==> src/tca_pkg.sv <==
package tca_pkg;

   localparam int LANE_CELLS_DEF = 64;
   localparam int SPEED_BITS_DEF = 4;

   localparam int CSR_ADDR_W = 5;

   localparam logic [2:0] REG_LANE_LENGTH  = 3'd0;
   localparam logic [2:0] REG_MAX_SPEED    = 3'd1;
   localparam logic [2:0] REG_BRAKE_CHANCE = 3'd2;
   localparam logic [2:0] REG_ENTRY_CHANCE = 3'd3;
   localparam logic [2:0] REG_EXIT_CHANCE  = 3'd4;
   localparam logic [2:0] REG_RANDOM_SEED  = 3'd5;

   localparam logic [31:0] LFSR_TAPS       = 32'hD000_0001;
   localparam logic [31:0] SEED_RESET      = 32'd1;
   localparam logic [16:0] CHANCE_ONE      = 17'd65536;
   localparam logic [16:0] CHANCE_RESET    = 17'd32768;
   localparam logic [3:0]  MAX_SPEED_RESET = 4'd5;
   localparam logic [9:0]  TOTAL_SAT       = 10'd1023;

   typedef enum logic [3:0] {
      ST_IDLE,
      ST_RD_ISSUE,
      ST_RD_DATA,
      ST_ENTRY,
      ST_SCAN_RD,
      ST_SCAN_CHK,
      ST_LEAD_BRAKE,
      ST_LEAD_EXIT,
      ST_DONE
   } seq_state_type;

   typedef struct packed {
      logic       operation;
      logic [5:0] cell_index;
   } req_payload_type;

   typedef struct packed {
      logic       cell_occupied;
      logic [3:0] cell_speed;
      logic [9:0] speed_total;
      logic [6:0] car_count;
      logic       car_entered;
      logic       car_left;
   } rsp_payload_type;

   typedef struct packed {
      logic clear_all;
      logic clr_en;
      logic set_en;
   } store_cmd_type;

   function automatic logic [16:0] clamp_chance(input logic [31:0] data);
      logic [16:0] v;
      v = data[16:0];
      return (v > CHANCE_ONE) ? CHANCE_ONE : v;
   endfunction

endpackage

==> src/tca_draw_unit.sv <==
module tca_draw_unit import tca_pkg::*; (
   input  logic        clock,
   input  logic        reset,
   input  logic        seed_load,
   input  logic [31:0] seed,
   input  logic        step,
   input  logic [16:0] chance,
   output logic        fire
);

   logic [31:0] lfsr_ff;
   logic [31:0] lfsr_in;
   logic [31:0] lfsr_next;
   logic [31:0] seed_val;

   assign lfsr_next = {1'b0, lfsr_ff[31:1]} ^ (lfsr_ff[0] ? LFSR_TAPS : 32'd0);
   assign seed_val  = (seed == 32'd0) ? 32'd1 : seed;
   assign fire      = {1'b0, lfsr_next[15:0]} < chance;

   always_comb begin
      lfsr_in = lfsr_ff;
      if (seed_load) begin
         lfsr_in = seed_val;
      end else if (step) begin
         lfsr_in = lfsr_next;
      end
   end

   always_ff @(posedge clock) begin
      if (reset) begin
         lfsr_ff <= SEED_RESET;
      end else begin
         lfsr_ff <= lfsr_in;
      end
   end

endmodule

==> src/tca_lane_store.sv <==
module tca_lane_store import tca_pkg::*; #(
   parameter  int LANE_CELLS = LANE_CELLS_DEF,
   parameter  int SPEED_BITS = SPEED_BITS_DEF,
   localparam int IDX_W      = $clog2(LANE_CELLS)
) (
   input  logic                  clock,
   input  logic                  reset,
   input  store_cmd_type         cmd,
   input  logic [IDX_W-1:0]      clr_addr,
   input  logic [IDX_W-1:0]      set_addr,
   input  logic [SPEED_BITS-1:0] set_vel,
   input  logic [IDX_W-1:0]      rd_addr,
   output logic                  rd_occ,
   output logic [SPEED_BITS-1:0] rd_vel,
   output logic                  head_occ
);

   logic [LANE_CELLS-1:0] occ_ff;
   logic [LANE_CELLS-1:0] occ_in;
   logic [SPEED_BITS-1:0] vel_mem [LANE_CELLS];
   logic [SPEED_BITS-1:0] rd_vel_ff;
   logic                  rd_occ_ff;

   assign rd_occ   = rd_occ_ff;
   assign rd_vel   = rd_vel_ff;
   assign head_occ = occ_ff[0];

   // set wins over clear, so a car that stands still keeps its cell
   always_comb begin
      occ_in = occ_ff;
      if (cmd.clear_all) begin
         occ_in = '0;
      end else begin
         if (cmd.clr_en) begin
            occ_in[clr_addr] = 1'b0;
         end
         if (cmd.set_en) begin
            occ_in[set_addr] = 1'b1;
         end
      end
   end

   always_ff @(posedge clock) begin
      if (reset) begin
         occ_ff <= '0;
      end else begin
         occ_ff <= occ_in;
      end
   end

   always_ff @(posedge clock) begin
      if (cmd.set_en) begin
         vel_mem[set_addr] <= set_vel;
      end
      rd_vel_ff <= vel_mem[rd_addr];
      rd_occ_ff <= occ_ff[rd_addr];
   end

endmodule

==> src/tca_sequencer.sv <==
module tca_sequencer import tca_pkg::*; #(
   parameter  int LANE_CELLS = LANE_CELLS_DEF,
   parameter  int SPEED_BITS = SPEED_BITS_DEF,
   localparam int IDX_W      = $clog2(LANE_CELLS)
) (
   input  logic                  clock,
   input  logic                  reset,
   input  logic                  req_valid,
   output logic                  req_ready,
   input  req_payload_type       req_payload,
   input  logic [6:0]            lane_length,
   input  logic [3:0]            max_speed,
   input  logic [16:0]           brake_chance,
   input  logic [16:0]           entry_chance,
   input  logic [16:0]           exit_chance,
   input  logic                  clear_lane,
   output logic                  draw_step,
   output logic [16:0]           draw_chance,
   input  logic                  draw_fire,
   output store_cmd_type         cmd,
   output logic [IDX_W-1:0]      clr_addr,
   output logic [IDX_W-1:0]      set_addr,
   output logic [SPEED_BITS-1:0] set_vel,
   output logic [IDX_W-1:0]      rd_addr,
   input  logic                  rd_occ,
   input  logic [SPEED_BITS-1:0] rd_vel,
   input  logic                  head_occ,
   output rsp_payload_type       res,
   output logic                  res_valid,
   input  logic                  res_take
);

   localparam int PW = ((IDX_W > 7) ? IDX_W : 7) + 1;

   seq_state_type state_ff, state_in;

   logic [PW-1:0]         idx_ff;
   logic [PW-1:0]         ppos_ff;
   logic [SPEED_BITS-1:0] pvel_ff;
   logic                  pend_ff;
   logic [PW-1:0]         leadv_ff;
   logic [PW-1:0]         ncars_ff;
   logic [PW-1:0]         cars_ff;
   logic [9:0]            total_ff;
   logic                  entered_ff;
   logic                  left_ff;
   logic                  op_ff;
   logic [5:0]            cell_index_ff;
   logic                  rd_occ_ff;
   logic [3:0]            rd_spd_ff;

   logic [PW-1:0] lane_w;
   logic [PW-1:0] max_w;
   logic [PW-1:0] last_pos;
   logic [PW-1:0] gap;
   logic [PW-1:0] v_acc;
   logic [PW-1:0] v_cap;
   logic [PW-1:0] v_gap;
   logic [PW-1:0] vnew;
   logic [PW-1:0] npos;
   logic [10:0]   tot_sum;
   logic [9:0]    tot_next;
   logic          entry_go;
   logic          scan_last;
   logic          lead_out;
   logic          in_range;

   assign lane_w   = PW'(lane_length);
   assign max_w    = PW'(max_speed);
   assign last_pos = lane_w - PW'(1);

   // one car update: accelerate, cap at top speed and gap, brake on a draw
   always_comb begin
      gap   = (state_ff == ST_LEAD_BRAKE) ? max_w : (idx_ff - ppos_ff - PW'(1));
      v_acc = PW'(pvel_ff) + PW'(1);
      v_cap = (v_acc > max_w) ? max_w : v_acc;
      v_gap = (v_cap > gap) ? gap : v_cap;
      vnew  = (draw_fire && (v_gap != '0)) ? (v_gap - PW'(1)) : v_gap;
      npos  = ppos_ff + vnew;
   end

   assign tot_sum   = {1'b0, total_ff} + 11'(vnew);
   assign tot_next  = tot_sum[10] ? TOTAL_SAT : tot_sum[9:0];
   assign entry_go  = (cars_ff < lane_w) && !head_occ && (entry_chance != '0);
   assign scan_last = (idx_ff == last_pos);
   assign lead_out  = (npos >= lane_w);
   assign in_range  = PW'(cell_index_ff) < PW'(LANE_CELLS);

   always_comb begin
      state_in = state_ff;
      unique case (state_ff)
         ST_IDLE: begin
            if (req_valid) begin
               state_in = req_payload.operation ? ST_RD_ISSUE : ST_ENTRY;
            end
         end
         ST_RD_ISSUE:  state_in = ST_RD_DATA;
         ST_RD_DATA:   state_in = ST_DONE;
         ST_ENTRY:     state_in = ST_SCAN_RD;
         ST_SCAN_RD:   state_in = ST_SCAN_CHK;
         ST_SCAN_CHK: begin
            if (scan_last) begin
               state_in = (rd_occ || pend_ff) ? ST_LEAD_BRAKE : ST_DONE;
            end else begin
               state_in = ST_SCAN_RD;
            end
         end
         ST_LEAD_BRAKE: begin
            state_in = (lead_out && (exit_chance != '0)) ? ST_LEAD_EXIT : ST_DONE;
         end
         ST_LEAD_EXIT: state_in = ST_DONE;
         ST_DONE: begin
            if (res_take) begin
               state_in = ST_IDLE;
            end
         end
         default: state_in = ST_IDLE;
      endcase
   end

   always_comb begin
      req_ready     = (state_ff == ST_IDLE);
      res_valid     = (state_ff == ST_DONE);
      draw_step     = 1'b0;
      draw_chance   = brake_chance;
      cmd.clear_all = clear_lane;
      cmd.clr_en    = 1'b0;
      cmd.set_en    = 1'b0;
      clr_addr      = ppos_ff[IDX_W-1:0];
      set_addr      = npos[IDX_W-1:0];
      set_vel       = SPEED_BITS'(vnew);
      rd_addr       = idx_ff[IDX_W-1:0];
      unique case (state_ff)
         ST_RD_ISSUE: begin
            rd_addr = IDX_W'(cell_index_ff);
         end
         ST_ENTRY: begin
            draw_step   = entry_go;
            draw_chance = entry_chance;
            cmd.set_en  = entry_go && draw_fire;
            set_addr    = '0;
            set_vel     = '0;
         end
         ST_SCAN_CHK: begin
            draw_step  = rd_occ && pend_ff;
            cmd.clr_en = rd_occ && pend_ff;
            cmd.set_en = rd_occ && pend_ff;
         end
         ST_LEAD_BRAKE: begin
            draw_step = 1'b1;
            if (!lead_out) begin
               cmd.clr_en = 1'b1;
               cmd.set_en = 1'b1;
            end else if (exit_chance == '0) begin
               // no exit possible: park in the last cell
               cmd.clr_en = 1'b1;
               cmd.set_en = 1'b1;
               set_addr   = last_pos[IDX_W-1:0];
            end
         end
         ST_LEAD_EXIT: begin
            draw_step   = 1'b1;
            draw_chance = exit_chance;
            cmd.clr_en  = 1'b1;
            cmd.set_en  = !draw_fire;
            set_addr    = last_pos[IDX_W-1:0];
            set_vel     = SPEED_BITS'(leadv_ff);
         end
         default: begin
         end
      endcase
   end

   always_ff @(posedge clock) begin
      if (reset) begin
         state_ff   <= ST_IDLE;
         cars_ff    <= '0;
         pend_ff    <= 1'b0;
         entered_ff <= 1'b0;
         left_ff    <= 1'b0;
         op_ff      <= 1'b0;
      end else begin
         state_ff <= state_in;
         if (clear_lane) begin
            cars_ff <= '0;
         end
         unique case (state_ff)
            ST_IDLE: begin
               if (req_valid) begin
                  op_ff         <= req_payload.operation;
                  cell_index_ff <= req_payload.cell_index;
                  idx_ff        <= '0;
                  pend_ff       <= 1'b0;
                  ncars_ff      <= '0;
                  total_ff      <= '0;
                  entered_ff    <= 1'b0;
                  left_ff       <= 1'b0;
               end
            end
            ST_RD_DATA: begin
               rd_occ_ff <= rd_occ && in_range;
               rd_spd_ff <= (rd_occ && in_range) ? 4'(rd_vel) : 4'd0;
            end
            ST_ENTRY: begin
               entered_ff <= entry_go && draw_fire;
            end
            ST_SCAN_CHK: begin
               if (rd_occ) begin
                  if (pend_ff) begin
                     total_ff <= tot_next;
                  end
                  ppos_ff  <= idx_ff;
                  pvel_ff  <= rd_vel;
                  pend_ff  <= 1'b1;
                  ncars_ff <= ncars_ff + PW'(1);
               end
               if (scan_last) begin
                  cars_ff <= ncars_ff + PW'(rd_occ);
               end
               idx_ff <= idx_ff + PW'(1);
            end
            ST_LEAD_BRAKE: begin
               total_ff <= tot_next;
               leadv_ff <= vnew;
            end
            ST_LEAD_EXIT: begin
               left_ff <= draw_fire;
               if (draw_fire) begin
                  cars_ff <= cars_ff - PW'(1);
               end
            end
            default: begin
            end
         endcase
      end
   end

   always_comb begin
      res.cell_occupied = op_ff ? rd_occ_ff : 1'b0;
      res.cell_speed    = op_ff ? rd_spd_ff : 4'd0;
      res.speed_total   = op_ff ? 10'd0 : total_ff;
      res.car_count     = 7'(cars_ff);
      res.car_entered   = op_ff ? 1'b0 : entered_ff;
      res.car_left      = op_ff ? 1'b0 : left_ff;
   end

endmodule

==> src/traffic_cellular_automaton_lane_unit.sv <==
// Channel   Direction  Handshake              Carries
// req_      in         req_valid/req_ready    operation, cell_index
// rsp_      out        rsp_valid/rsp_ready    cell fields, step totals, flags
// csr_      in         APB write/read         six registers at 4*i
//
// A read request issues a memory read and then registers the cell data. An
// advance request makes an entry draw, then a memory read and a check per cell;
// a lead car adds a brake draw, and an exit draw may follow if it runs off.
// Reset empties the lane at once through per-cell occupancy flops.
// A result waits in the output register while the next request is taken.
module traffic_cellular_automaton_lane_unit import tca_pkg::*; #(
   parameter int LANE_CELLS = LANE_CELLS_DEF,
   parameter int SPEED_BITS = SPEED_BITS_DEF
) (
   input  logic                  clock,
   input  logic                  reset,
   input  logic                  req_valid,
   output logic                  req_ready,
   input  req_payload_type       req_payload,
   output logic                  rsp_valid,
   input  logic                  rsp_ready,
   output rsp_payload_type       rsp_payload,
   input  logic                  csr_psel,
   input  logic                  csr_penable,
   input  logic                  csr_pwrite,
   input  logic [CSR_ADDR_W-1:0] csr_paddr,
   input  logic [31:0]           csr_pwdata,
   output logic [31:0]           csr_prdata,
   output logic                  csr_pready
);

   localparam int IDX_W     = $clog2(LANE_CELLS);
   localparam int SPEED_TOP = ((2 ** SPEED_BITS) - 1 < 15) ? (2 ** SPEED_BITS) - 1 : 15;
   localparam int LANE_LIM  = (LANE_CELLS < 127) ? LANE_CELLS : 127;
   localparam logic [6:0] LANE_TOP   = 7'(LANE_LIM);
   localparam logic [6:0] LANE_RESET = 7'((LANE_CELLS < 64) ? LANE_CELLS : 64);
   localparam logic [3:0] SPEED_CAP  = 4'(SPEED_TOP);
   localparam logic [3:0] SPEED_RST  = (MAX_SPEED_RESET > SPEED_CAP) ? SPEED_CAP
                                                                    : MAX_SPEED_RESET;

   logic [6:0]  lane_length_ff, lane_length_in;
   logic [3:0]  max_speed_ff, max_speed_in;
   logic [16:0] brake_chance_ff, brake_chance_in;
   logic [16:0] entry_chance_ff, entry_chance_in;
   logic [16:0] exit_chance_ff, exit_chance_in;
   logic [31:0] random_seed_ff, random_seed_in;

   logic        csr_wr;
   logic [2:0]  csr_idx;
   logic [6:0]  wr_lane;
   logic [3:0]  wr_speed;
   logic        clear_lane;
   logic        seed_load;

   logic                  draw_step;
   logic [16:0]           draw_chance;
   logic                  draw_fire;
   store_cmd_type         cmd;
   logic [IDX_W-1:0]      clr_addr;
   logic [IDX_W-1:0]      set_addr;
   logic [SPEED_BITS-1:0] set_vel;
   logic [IDX_W-1:0]      rd_addr;
   logic                  rd_occ;
   logic [SPEED_BITS-1:0] rd_vel;
   logic                  head_occ;
   rsp_payload_type       res;
   logic                  res_valid;
   logic                  res_take;

   rsp_payload_type rsp_ff;
   logic            rsp_valid_ff, rsp_valid_in;

   assign csr_pready = 1'b1;
   assign csr_wr     = csr_psel && csr_penable && csr_pwrite;
   assign csr_idx    = csr_paddr[4:2];
   assign clear_lane = csr_wr && (csr_idx == REG_LANE_LENGTH);
   assign seed_load  = csr_wr && (csr_idx == REG_RANDOM_SEED);

   // saturate written values into their legal ranges
   always_comb begin
      wr_lane = csr_pwdata[6:0];
      if (wr_lane < 7'd2) begin
         wr_lane = 7'd2;
      end else if (wr_lane > LANE_TOP) begin
         wr_lane = LANE_TOP;
      end
      wr_speed = csr_pwdata[3:0];
      if (wr_speed == 4'd0) begin
         wr_speed = 4'd1;
      end else if (wr_speed > SPEED_CAP) begin
         wr_speed = SPEED_CAP;
      end
   end

   always_comb begin
      lane_length_in  = lane_length_ff;
      max_speed_in    = max_speed_ff;
      brake_chance_in = brake_chance_ff;
      entry_chance_in = entry_chance_ff;
      exit_chance_in  = exit_chance_ff;
      random_seed_in  = random_seed_ff;
      if (csr_wr) begin
         unique case (csr_idx)
            REG_LANE_LENGTH:  lane_length_in  = wr_lane;
            REG_MAX_SPEED:    max_speed_in    = wr_speed;
            REG_BRAKE_CHANCE: brake_chance_in = clamp_chance(csr_pwdata);
            REG_ENTRY_CHANCE: entry_chance_in = clamp_chance(csr_pwdata);
            REG_EXIT_CHANCE:  exit_chance_in  = clamp_chance(csr_pwdata);
            REG_RANDOM_SEED:  random_seed_in  = csr_pwdata;
            default: begin
            end
         endcase
      end
   end

   always_ff @(posedge clock) begin
      if (reset) begin
         lane_length_ff  <= LANE_RESET;
         max_speed_ff    <= SPEED_RST;
         brake_chance_ff <= CHANCE_RESET;
         entry_chance_ff <= CHANCE_RESET;
         exit_chance_ff  <= CHANCE_RESET;
         random_seed_ff  <= SEED_RESET;
      end else begin
         lane_length_ff  <= lane_length_in;
         max_speed_ff    <= max_speed_in;
         brake_chance_ff <= brake_chance_in;
         entry_chance_ff <= entry_chance_in;
         exit_chance_ff  <= exit_chance_in;
         random_seed_ff  <= random_seed_in;
      end
   end

   always_comb begin
      unique case (csr_idx)
         REG_LANE_LENGTH:  csr_prdata = 32'(lane_length_ff);
         REG_MAX_SPEED:    csr_prdata = 32'(max_speed_ff);
         REG_BRAKE_CHANCE: csr_prdata = 32'(brake_chance_ff);
         REG_ENTRY_CHANCE: csr_prdata = 32'(entry_chance_ff);
         REG_EXIT_CHANCE:  csr_prdata = 32'(exit_chance_ff);
         REG_RANDOM_SEED:  csr_prdata = random_seed_ff;
         default:          csr_prdata = 32'd0;
      endcase
   end

   tca_draw_unit u_draw (
      .clock     (clock),
      .reset     (reset),
      .seed_load (seed_load),
      .seed      (csr_pwdata),
      .step      (draw_step),
      .chance    (draw_chance),
      .fire      (draw_fire)
   );

   tca_lane_store #(
      .LANE_CELLS (LANE_CELLS),
      .SPEED_BITS (SPEED_BITS)
   ) u_store (
      .clock    (clock),
      .reset    (reset),
      .cmd      (cmd),
      .clr_addr (clr_addr),
      .set_addr (set_addr),
      .set_vel  (set_vel),
      .rd_addr  (rd_addr),
      .rd_occ   (rd_occ),
      .rd_vel   (rd_vel),
      .head_occ (head_occ)
   );

   tca_sequencer #(
      .LANE_CELLS (LANE_CELLS),
      .SPEED_BITS (SPEED_BITS)
   ) u_seq (
      .clock        (clock),
      .reset        (reset),
      .req_valid    (req_valid),
      .req_ready    (req_ready),
      .req_payload  (req_payload),
      .lane_length  (lane_length_ff),
      .max_speed    (max_speed_ff),
      .brake_chance (brake_chance_ff),
      .entry_chance (entry_chance_ff),
      .exit_chance  (exit_chance_ff),
      .clear_lane   (clear_lane),
      .draw_step    (draw_step),
      .draw_chance  (draw_chance),
      .draw_fire    (draw_fire),
      .cmd          (cmd),
      .clr_addr     (clr_addr),
      .set_addr     (set_addr),
      .set_vel      (set_vel),
      .rd_addr      (rd_addr),
      .rd_occ       (rd_occ),
      .rd_vel       (rd_vel),
      .head_occ     (head_occ),
      .res          (res),
      .res_valid    (res_valid),
      .res_take     (res_take)
   );

   // hold the result until taken; load a new one once the slot frees
   assign res_take = res_valid && (!rsp_valid_ff || rsp_ready);

   always_comb begin
      rsp_valid_in = rsp_valid_ff;
      if (res_take) begin
         rsp_valid_in = 1'b1;
      end else if (rsp_ready) begin
         rsp_valid_in = 1'b0;
      end
   end

   always_ff @(posedge clock) begin
      if (reset) begin
         rsp_valid_ff <= 1'b0;
      end else begin
         rsp_valid_ff <= rsp_valid_in;
      end
   end

   always_ff @(posedge clock) begin
      if (res_take) begin
         rsp_ff <= res;
      end
   end

   assign rsp_valid   = rsp_valid_ff;
   assign rsp_payload = rsp_ff;

endmodule
==> config.mk <==
export PLATFORM = sky130hd
export DESIGN_NAME = traffic_cellular_automaton_lane_unit
export DESIGN_NICKNAME = d
export VERILOG_FILES = /design/src/tca_pkg.sv /design/src/tca_draw_unit.sv /design/src/tca_lane_store.sv /design/src/tca_sequencer.sv /design/src/traffic_cellular_automaton_lane_unit.sv
export SDC_FILE = /design/constraint.sdc
export NUM_CORES = 1
export LEC_CHECK = 0
export ABC_AREA = 1
export BUFFER_PORTS_ARGS = -buffer_cell sky130_fd_sc_hd__buf_2
export CELL_PAD_IN_SITES_DETAIL_PLACEMENT = 0
export CELL_PAD_IN_SITES_GLOBAL_PLACEMENT = 1
export CORE_MARGIN = 4
export CORE_UTILIZATION = 48
export CTS_BUF_LIST = sky130_fd_sc_hd__clkbuf_4 sky130_fd_sc_hd__clkbuf_8 sky130_fd_sc_hd__clkbuf_16
export DETAILED_ROUTE_END_ITERATION = 6
export GPL_ROUTABILITY_DRIVEN = 0
export PLACE_DENSITY_LB_ADDON = 0.1
export SLEW_MARGIN = 20
export SYNTH_ARGS = -nofsm -noshare
export SYNTH_HDL_FRONTEND = slang
export SYNTH_HIERARCHICAL = 1
export SYNTH_SLANG_ARGS = --single-unit
==> constraint.sdc <==
create_clock -name clock -period 7.7 [get_ports clock]
set_input_delay 0.385 -clock clock [delete_from_list [all_inputs] [get_ports clock]]
set_output_delay 0.385 -clock clock [all_outputs]
set_load 0.02 [all_outputs]
==> metrics.md, run 1 <==
| Metric | Value |
|---|---|
| Run status | finished, final reports clean |
| Final min period | just over 7000 ps |
| R2R cell count | 50 |
| Crit path capture type | flop |
| Vias | 22.3k |
| Final hold viol count | 0 |
| Setup WS post-layout | 444 ps |
| Total Wirelength | 76.4 mm |
| Path category of the worst min-delay check | primary input to flop |
| WHS Path Cells | 3 |
| CTS buffer count | slightly below 60 |
| Crit Path Class | flop to flop |
| Area of the core | around 0.055 sq mm |
| Cell mode on critical path | nand2_1 |
| Grt peak-use layer | met2 |
| Pin count of the biggest net entering global routing | 161 |
| Cells after synthesis | 3174 |
| Clock Path Buffers | 3 |
| Post-synth EDFFs | 333 |
| Final setup fails | 0 |
| TritonCTS clock tree | built |
| Layout cell share with drive strength beyond 1 | 0.155 |
| Max incr delay on CP | 570 ps |
| Most frequent cells in the layout | nand2_1, nand3_1, edfxtp_1 |
| I/O pins | 110 |
| Congestion Overflow GR | 0 |
| Leading cell type in the layout, fill and taps excluded | nand2_1 |
| Power Dens Cells | 298 mW/mm^2 |
| # DRC | 0 |
| Reg-to-reg slack, setup | 440 ps |
| First-pass GRT wire length | ~120 mm |
| Primary FF master, synth | edfxtp_1 |
| Slowest stage cell, crit path | fa_2 |
| Worst-path clk slew | 60 ps |
| Drt pass-1 iters | 6 |
| Met2 Use GR | 0.405 |
| Cell leakage power | roughly 0.013 uW |
| Worst vdd ir | around 0.20 mV |
| Critical-path maximum fanout | 8 |
| Hold Crit Endpoint | u_draw/lfsr_ff[22]$_SDFFE_PP0P_ |
| Async SR Flop Fraction | 0 |
| Avg Inst Size Synth | between 8 and 9 sq um |
| Dpl hpwl | between 50 and 60 mm |
| Cell row count | 86 |
| Layout area overhead | 16.2% |
| Hold slack | 53.7 ps |
| Adder-cell share of the synthesized area | 0.0334 |
| Die W | ~240 um |
| Worst-Margin Slew | around 1000 ps |
| Grt met3 use | 0.0428 |
| CTS sink count | 545 |
| Fraction of the mapped netlist area in compound gates | 0.110 |
| Worst reg2reg startpoint | u_seq/pvel_ff[0]$_DFFE_PP_ |
| Worst R2R End | u_store/occ_ff[24]$_SDFF_PP0_ |
| 1st-iter DRT viols | approximately 1.8k |
| Yosys cell types | 59 |
| Req. time, crit path | 8170 ps |
| Total track usage | 0.250 |
| Max-cap viol count | 0 |
| Mux cell area share after synthesis | 0 |
| DP Worst Slack | -90.9 ps |
| XOR/XNOR Fraction of Synth Area | 0.0124 |
| Post-route ant nets | 0 |
| Min-Delay Startpoint | csr_pwdata[22] |
| Sequential area share after synthesis | 0.529 |
| Initial Util | 0.487 |
| DIE HEIGHT | between 200 and 250 um |
| Worst Skew | 28.1 ps |
| Slew margin rel. | 0.313 |
| Vias in the first global route | 21.5k |
| Max Freq | 138 MHz |
| CP Launch Type | flop |
| Die area | about 0.060 sq mm |
| CP Data Arrival Time | 7730 ps |
| Main combinational cell family by area after synthesis | simple AND/OR/NAND/NOR gates |
| Number of synthesized register bits | ~550 |
| Synthesized area | about 0.027 sq mm |
| # diodes | 0 |
| H-tree levels | 2 |
| PortBufs | 106 |
| Initial antenna violation count | 0 |
| Setup TNS | 0 ps |
| Nets@finish | 3440 |
| Synth Warn # | 6 |
| Vias/cell | 5.42 |
| Clk Latency, worst-skew pair | 630 ps |
| Crit share post-route | 0.942 |
| Root buffer cell | clkbuf_16 |
| Simple-Gate Fraction of Synth Area | 0.237 |
| Post-synth top area share | 0.371 |
| M1 GR Usage | 0.344 |
| Area leader, netlist | edfxtp_1 |
| WL per Instance | 18.6 um |
| Main area contributors after synthesis | edfxtp_1, dfxtp_1, nand2_1 |
| Max-slew violation count | 0 |
-- what timing repair did --
action                                  4_1_cts  5_1_grt
hold endpoints to repair                      9        0
hold buffers                                  9        0
resized for setup                             2       91
endpoints found under the setup margin       36      320
pin swaps                                     0       12
buffers inserted                              0       10
-- registers in the layout, indices dropped and copies added, names as in the netlist, 10 cells and up --
signal and cells:
u_store/vel_mem 256, u_draw/lfsr_ff 32, u_seq/total_ff 10, brake_chance_ff 17, rsp_payload 24, random_seed_ff 32, u_store/occ_ff 64, entry_chance_ff 17
exit_chance_ff 17
-- worst max-delay path, delay by kind of cell (launching register included) --
family                     cells  cell delay, ps
AOI/OAI and AO/OA              9            1360
DFF                            1             390
adders and majority gates      6            1790
buffers and inverters          8             810
xor gates and xnor gates       2             360
and+or+nand+nor               25            2440
-- layer usage --
layer | up-vias | part of all wire
met5 | - | 0
met4 | 0 | 0.030
met3 | 150 | 0.073
met2 | 706 | 0.46
met1 | 10600 | 0.44
li1 | 10900 | -
-- kinds of logic (layout without fill, tap and decap cells) --
logic type,after synthesis,count (layout)
compound gates,536,536
xor+xnor,38,38
buf+inv,502,695
flops,545,545
other cells,2,4
simple gates,1481,1481
fa+ha+maj,70,70
-- area by class of cell --
class,count,area [sq um]
timing repair buffer,234,1600
fill,5070,24000
sequential,545,14200
clock inverter,37,596
tap,748,936
clock buffer,74,1670
multi-input combinational,2129,10900
inverter,350,1340
-- Yosys cell counts, drive strengths merged (27+ instances only) --
cell type / count
nand2: 837
nand3: 361
inv: 342
edfxtp: 333
o21ai: 243
a21oi: 219
dfxtp: 212
nor2: 211
buf: 87
ha: 67
clkbuf: 65
nor3: 31
a31oi: 30
xor2: 27
-- metrics by stage --
stage | instance area (sq um) | util | std cells | power [uW]
3_5_place_dp | 28600 | 0.517 | 3987 | 6080
3_3_place_gp | 28600 | 0.517 | 3987 | 6050
4_1_cts | 31000 | 0.560 | 4107 | 9320
5_1_grt | 31300 | 0.566 | 4117 | 9830
6_report | 31300 | 0.566 | 4117 | 9330
2_1_floorplan | 26900 | - | 3176 | 5210
-- how the worst max path moves through the flow --
stage               depth (start not counted)                  startpoint  slack, ps                          endpoint
global route                               52  u_seq/pvel_ff[1]$_DFFE_PP_        -20  u_store/vel_mem[62][0]$_DFFE_PP_
finish                                     50  u_seq/pvel_ff[0]$_DFFE_PP_        440     u_store/occ_ff[24]$_SDFF_PP0_
global placement                           52  u_seq/pvel_ff[0]$_DFFE_PP_        110  u_store/vel_mem[42][3]$_DFFE_PP_
detailed placement                         51  u_seq/pvel_ff[0]$_DFFE_PP_        -90  u_store/vel_mem[42][3]$_DFFE_PP_
floorplan                                  51  u_seq/pvel_ff[0]$_DFFE_PP_        720  u_store/vel_mem[11][0]$_DFFE_PP_
CTS                                        51  u_seq/pvel_ff[0]$_DFFE_PP_         20  u_store/vel_mem[42][1]$_DFFE_PP_
-- power breakdown --
group,total (uW),internal [uW],switching [uW]
Clock,3210,2020,1200
Combinational,2610,767,1840
Sequential,3510,3400,107
Total,9330,6180,3150
No activity file was read; power rests on OpenSTA's default activity.
==> run 2: changes to the inputs <==
--- a/config.mk
+++ b/config.mk
@@ -13,4 +13,5 @@
 export CORE_UTILIZATION = 48
 export CTS_BUF_LIST = sky130_fd_sc_hd__clkbuf_4 sky130_fd_sc_hd__clkbuf_8 sky130_fd_sc_hd__clkbuf_16
+export CTS_CLUSTER_DIAMETER = 50
 export DETAILED_ROUTE_END_ITERATION = 6
 export GPL_ROUTABILITY_DRIVEN = 0
==> constraint.sdc (replaced) <==
create_clock -name clock -period 7.7 [get_ports clock]
set_input_delay 0.77 -clock clock [delete_from_list [all_inputs] [get_ports clock]]
set_output_delay 0.77 -clock clock [all_outputs]
set_load 0.02 [all_outputs]
==> metrics.md, run 2 (same netlist as run 1, synthesis figures left out) <==
| Metric | Value |
|---|---|
| Final hold viol count | 0 |
| WL per Instance | ~19 um |
| CP Launch Type | flop |
| Fin cells | a little over 4k |
| Layout cell share with drive strength beyond 1 | 0.165 |
| # DRC | 0 |
| Worst-Margin Slew | 1060 ps |
| Tot Pwr | 9600 uW |
| Largest Register | u_store/vel_mem |
| Clk Latency, worst-skew pair | 610 ps |
| Worst R2R End | u_store/vel_mem[59][3]$_DFFE_PP_ |
| Post-route ant nets | 0 |
| Max-slew violation count | 0 |
| PortBufs | about 110 |
| H-tree levels | 3 |
| Initial antenna violation count | 0 |
| Max-cap viol count | 0 |
| Setup TNS | 0 ps |
| Slew margin rel. | 0.289 |
| CTS buffer count | 71 |
| Layout area overhead | 16.9% |
| Clock Path Buffers | 3 |
| Cell leakage power | 0.0127 uW |
| WHS Path Cells | 1 |
| Max Freq | 137 MHz |
| Critical Path Start | u_seq/pvel_ff[0]$_DFFE_PP_ |
| TritonCTS clock tree | built |
| Pin count of the biggest net entering global routing | 161 |
| Worst reg2reg startpoint | u_seq/pvel_ff[0]$_DFFE_PP_ |
| Worst-path clk slew | 60 ps |
| Top flop regs | u_store/vel_mem (256), u_store/occ_ff (64) |
| Area of the core | roughly 0.055 sq mm |
| Drt pass-1 iters | 6 |
| CP Data Arrival Time | 7620 ps |
| Most frequent cells in the layout | nand2_1, nand3_1, edfxtp_1 |
| Path category of the worst min-delay check | primary input to flop |
| Placed insts | 3991 |
| Final min period | ~7300 ps |
| Leading cell type in the layout, fill and taps excluded | nand2_1 |
| First-pass GRT wire length | approximately 120 mm |
| DIE HEIGHT | 245 um |
| Critical-path maximum fanout | 8 |
| I/O pins | between 100 and 150 |
| Final setup fails | 0 |
| Initial Util | 0.487 |
| R2R cell count | 50 |
| Slowest stage cell, crit path | fa_2 |
| 1st-iter DRT viols | 1795 |
| CTS sink count | 545 |
| Total track usage | 0.251 |
| Power Dens Cells | 305 mW/mm^2 |
| Root buffer cell | clkbuf_16 |
| Die area | ~0.06 sq mm |
| Dpl hpwl | 50.8 mm |
| Run status | finished, final reports clean |
| Congestion Overflow GR | 0 |
| Max incr delay on CP | 570 ps |
| Cell row count | 86 |
| Worst Skew | 31.3 ps |
| Vias in the first global route | 21.4k |
| Max FFs per register | 256 |
| # diodes | 0 |
| Worst vdd ir | between 0.2 and 0.25 mV |
| Crit share post-route | 0.950 |
| Vias | 22.4k |
| Req. time, crit path | approximately 8000 ps |
| Core Util, Final | 0.569 |
| Hold slack | 353 ps |
| Total Wirelength | 76.8 mm |
| Die W | 245 um |
| Crit path capture type | flop |
| Cell mode on critical path | nand2_1 |
| Vias/cell | 5.43 |
| Reg-to-reg slack, setup | between 300 and 400 ps |
| Nets@finish | 3442 |
| End point of the critical path | u_store/vel_mem[59][3]$_DFFE_PP_ |
| Crit Path Class | flop to flop |
run 2: report_power, final:
group	switching [uW]	total (uW)	internal (uW)
Combinational	1880	2650	765
Sequential	102	3500	3400
Clock	1320	3450	2130
run 2: how the worst min path moves through the flow:
stage                                         start                          endpoint  slack (ps)
floorplan                 u_store/rd_vel[0]$_DFF_P_        u_seq/pvel_ff[0]$_DFFE_PP_         410
global placement    random_seed_ff[17]$_SDFFE_PP0P_   random_seed_ff[17]$_SDFFE_PP0P_         450
detailed placement  random_seed_ff[27]$_SDFFE_PP0P_   random_seed_ff[27]$_SDFFE_PP0P_         450
CTS                                  req_payload[3]  u_seq/cell_index_ff[3]$_DFFE_PP_         330
global route                         req_payload[3]  u_seq/cell_index_ff[3]$_DFFE_PP_         330
finish                               req_payload[3]  u_seq/cell_index_ff[3]$_DFFE_PP_         350
run 2: routing by layer:
metal	GRT usage	vias up	wire length, um
met5	0	-	0
met4	0.0698	0	1910
met3	0.0441	126	5160
met2	0.405	696	35500
met1	0.352	10600	34200
li1	-	10900	-
run 2: area by class of cell:
type                       count  area, sq um
tap                          748          936
multi-input combinational   2129        11000
clock buffer                  85         1980
fill                        5137        23800
timing repair buffer         224         1460
sequential                   545        14200
clock inverter                45          509
inverter                     350         1340
run 2: metrics by stage:
stage	setup slack, ps	area, sq um
CTS	-8.27	31100
global route	-15.9	31500
detailed placement	-28.3	28600
floorplan	720	26900
global placement	24.6	28600
finish	384	31500
run 2: critical path: cells and delay by family (launching register included):
family / cells / cell delay (ps)
simple gates: 24 / 2180
xor+xnor: 2 / 390
flops: 1 / 440
compound gates: 8 / 1140
buf+inv: 9 / 910
fa+ha+maj: 7 / 1940
run 2: timing repair:
item                       CTS  global route
buffers inserted             0             6
hold buffers                 0             0
pin swaps                    0            23
gates resized for setup      2           127
setup endpoints to repair  145           320
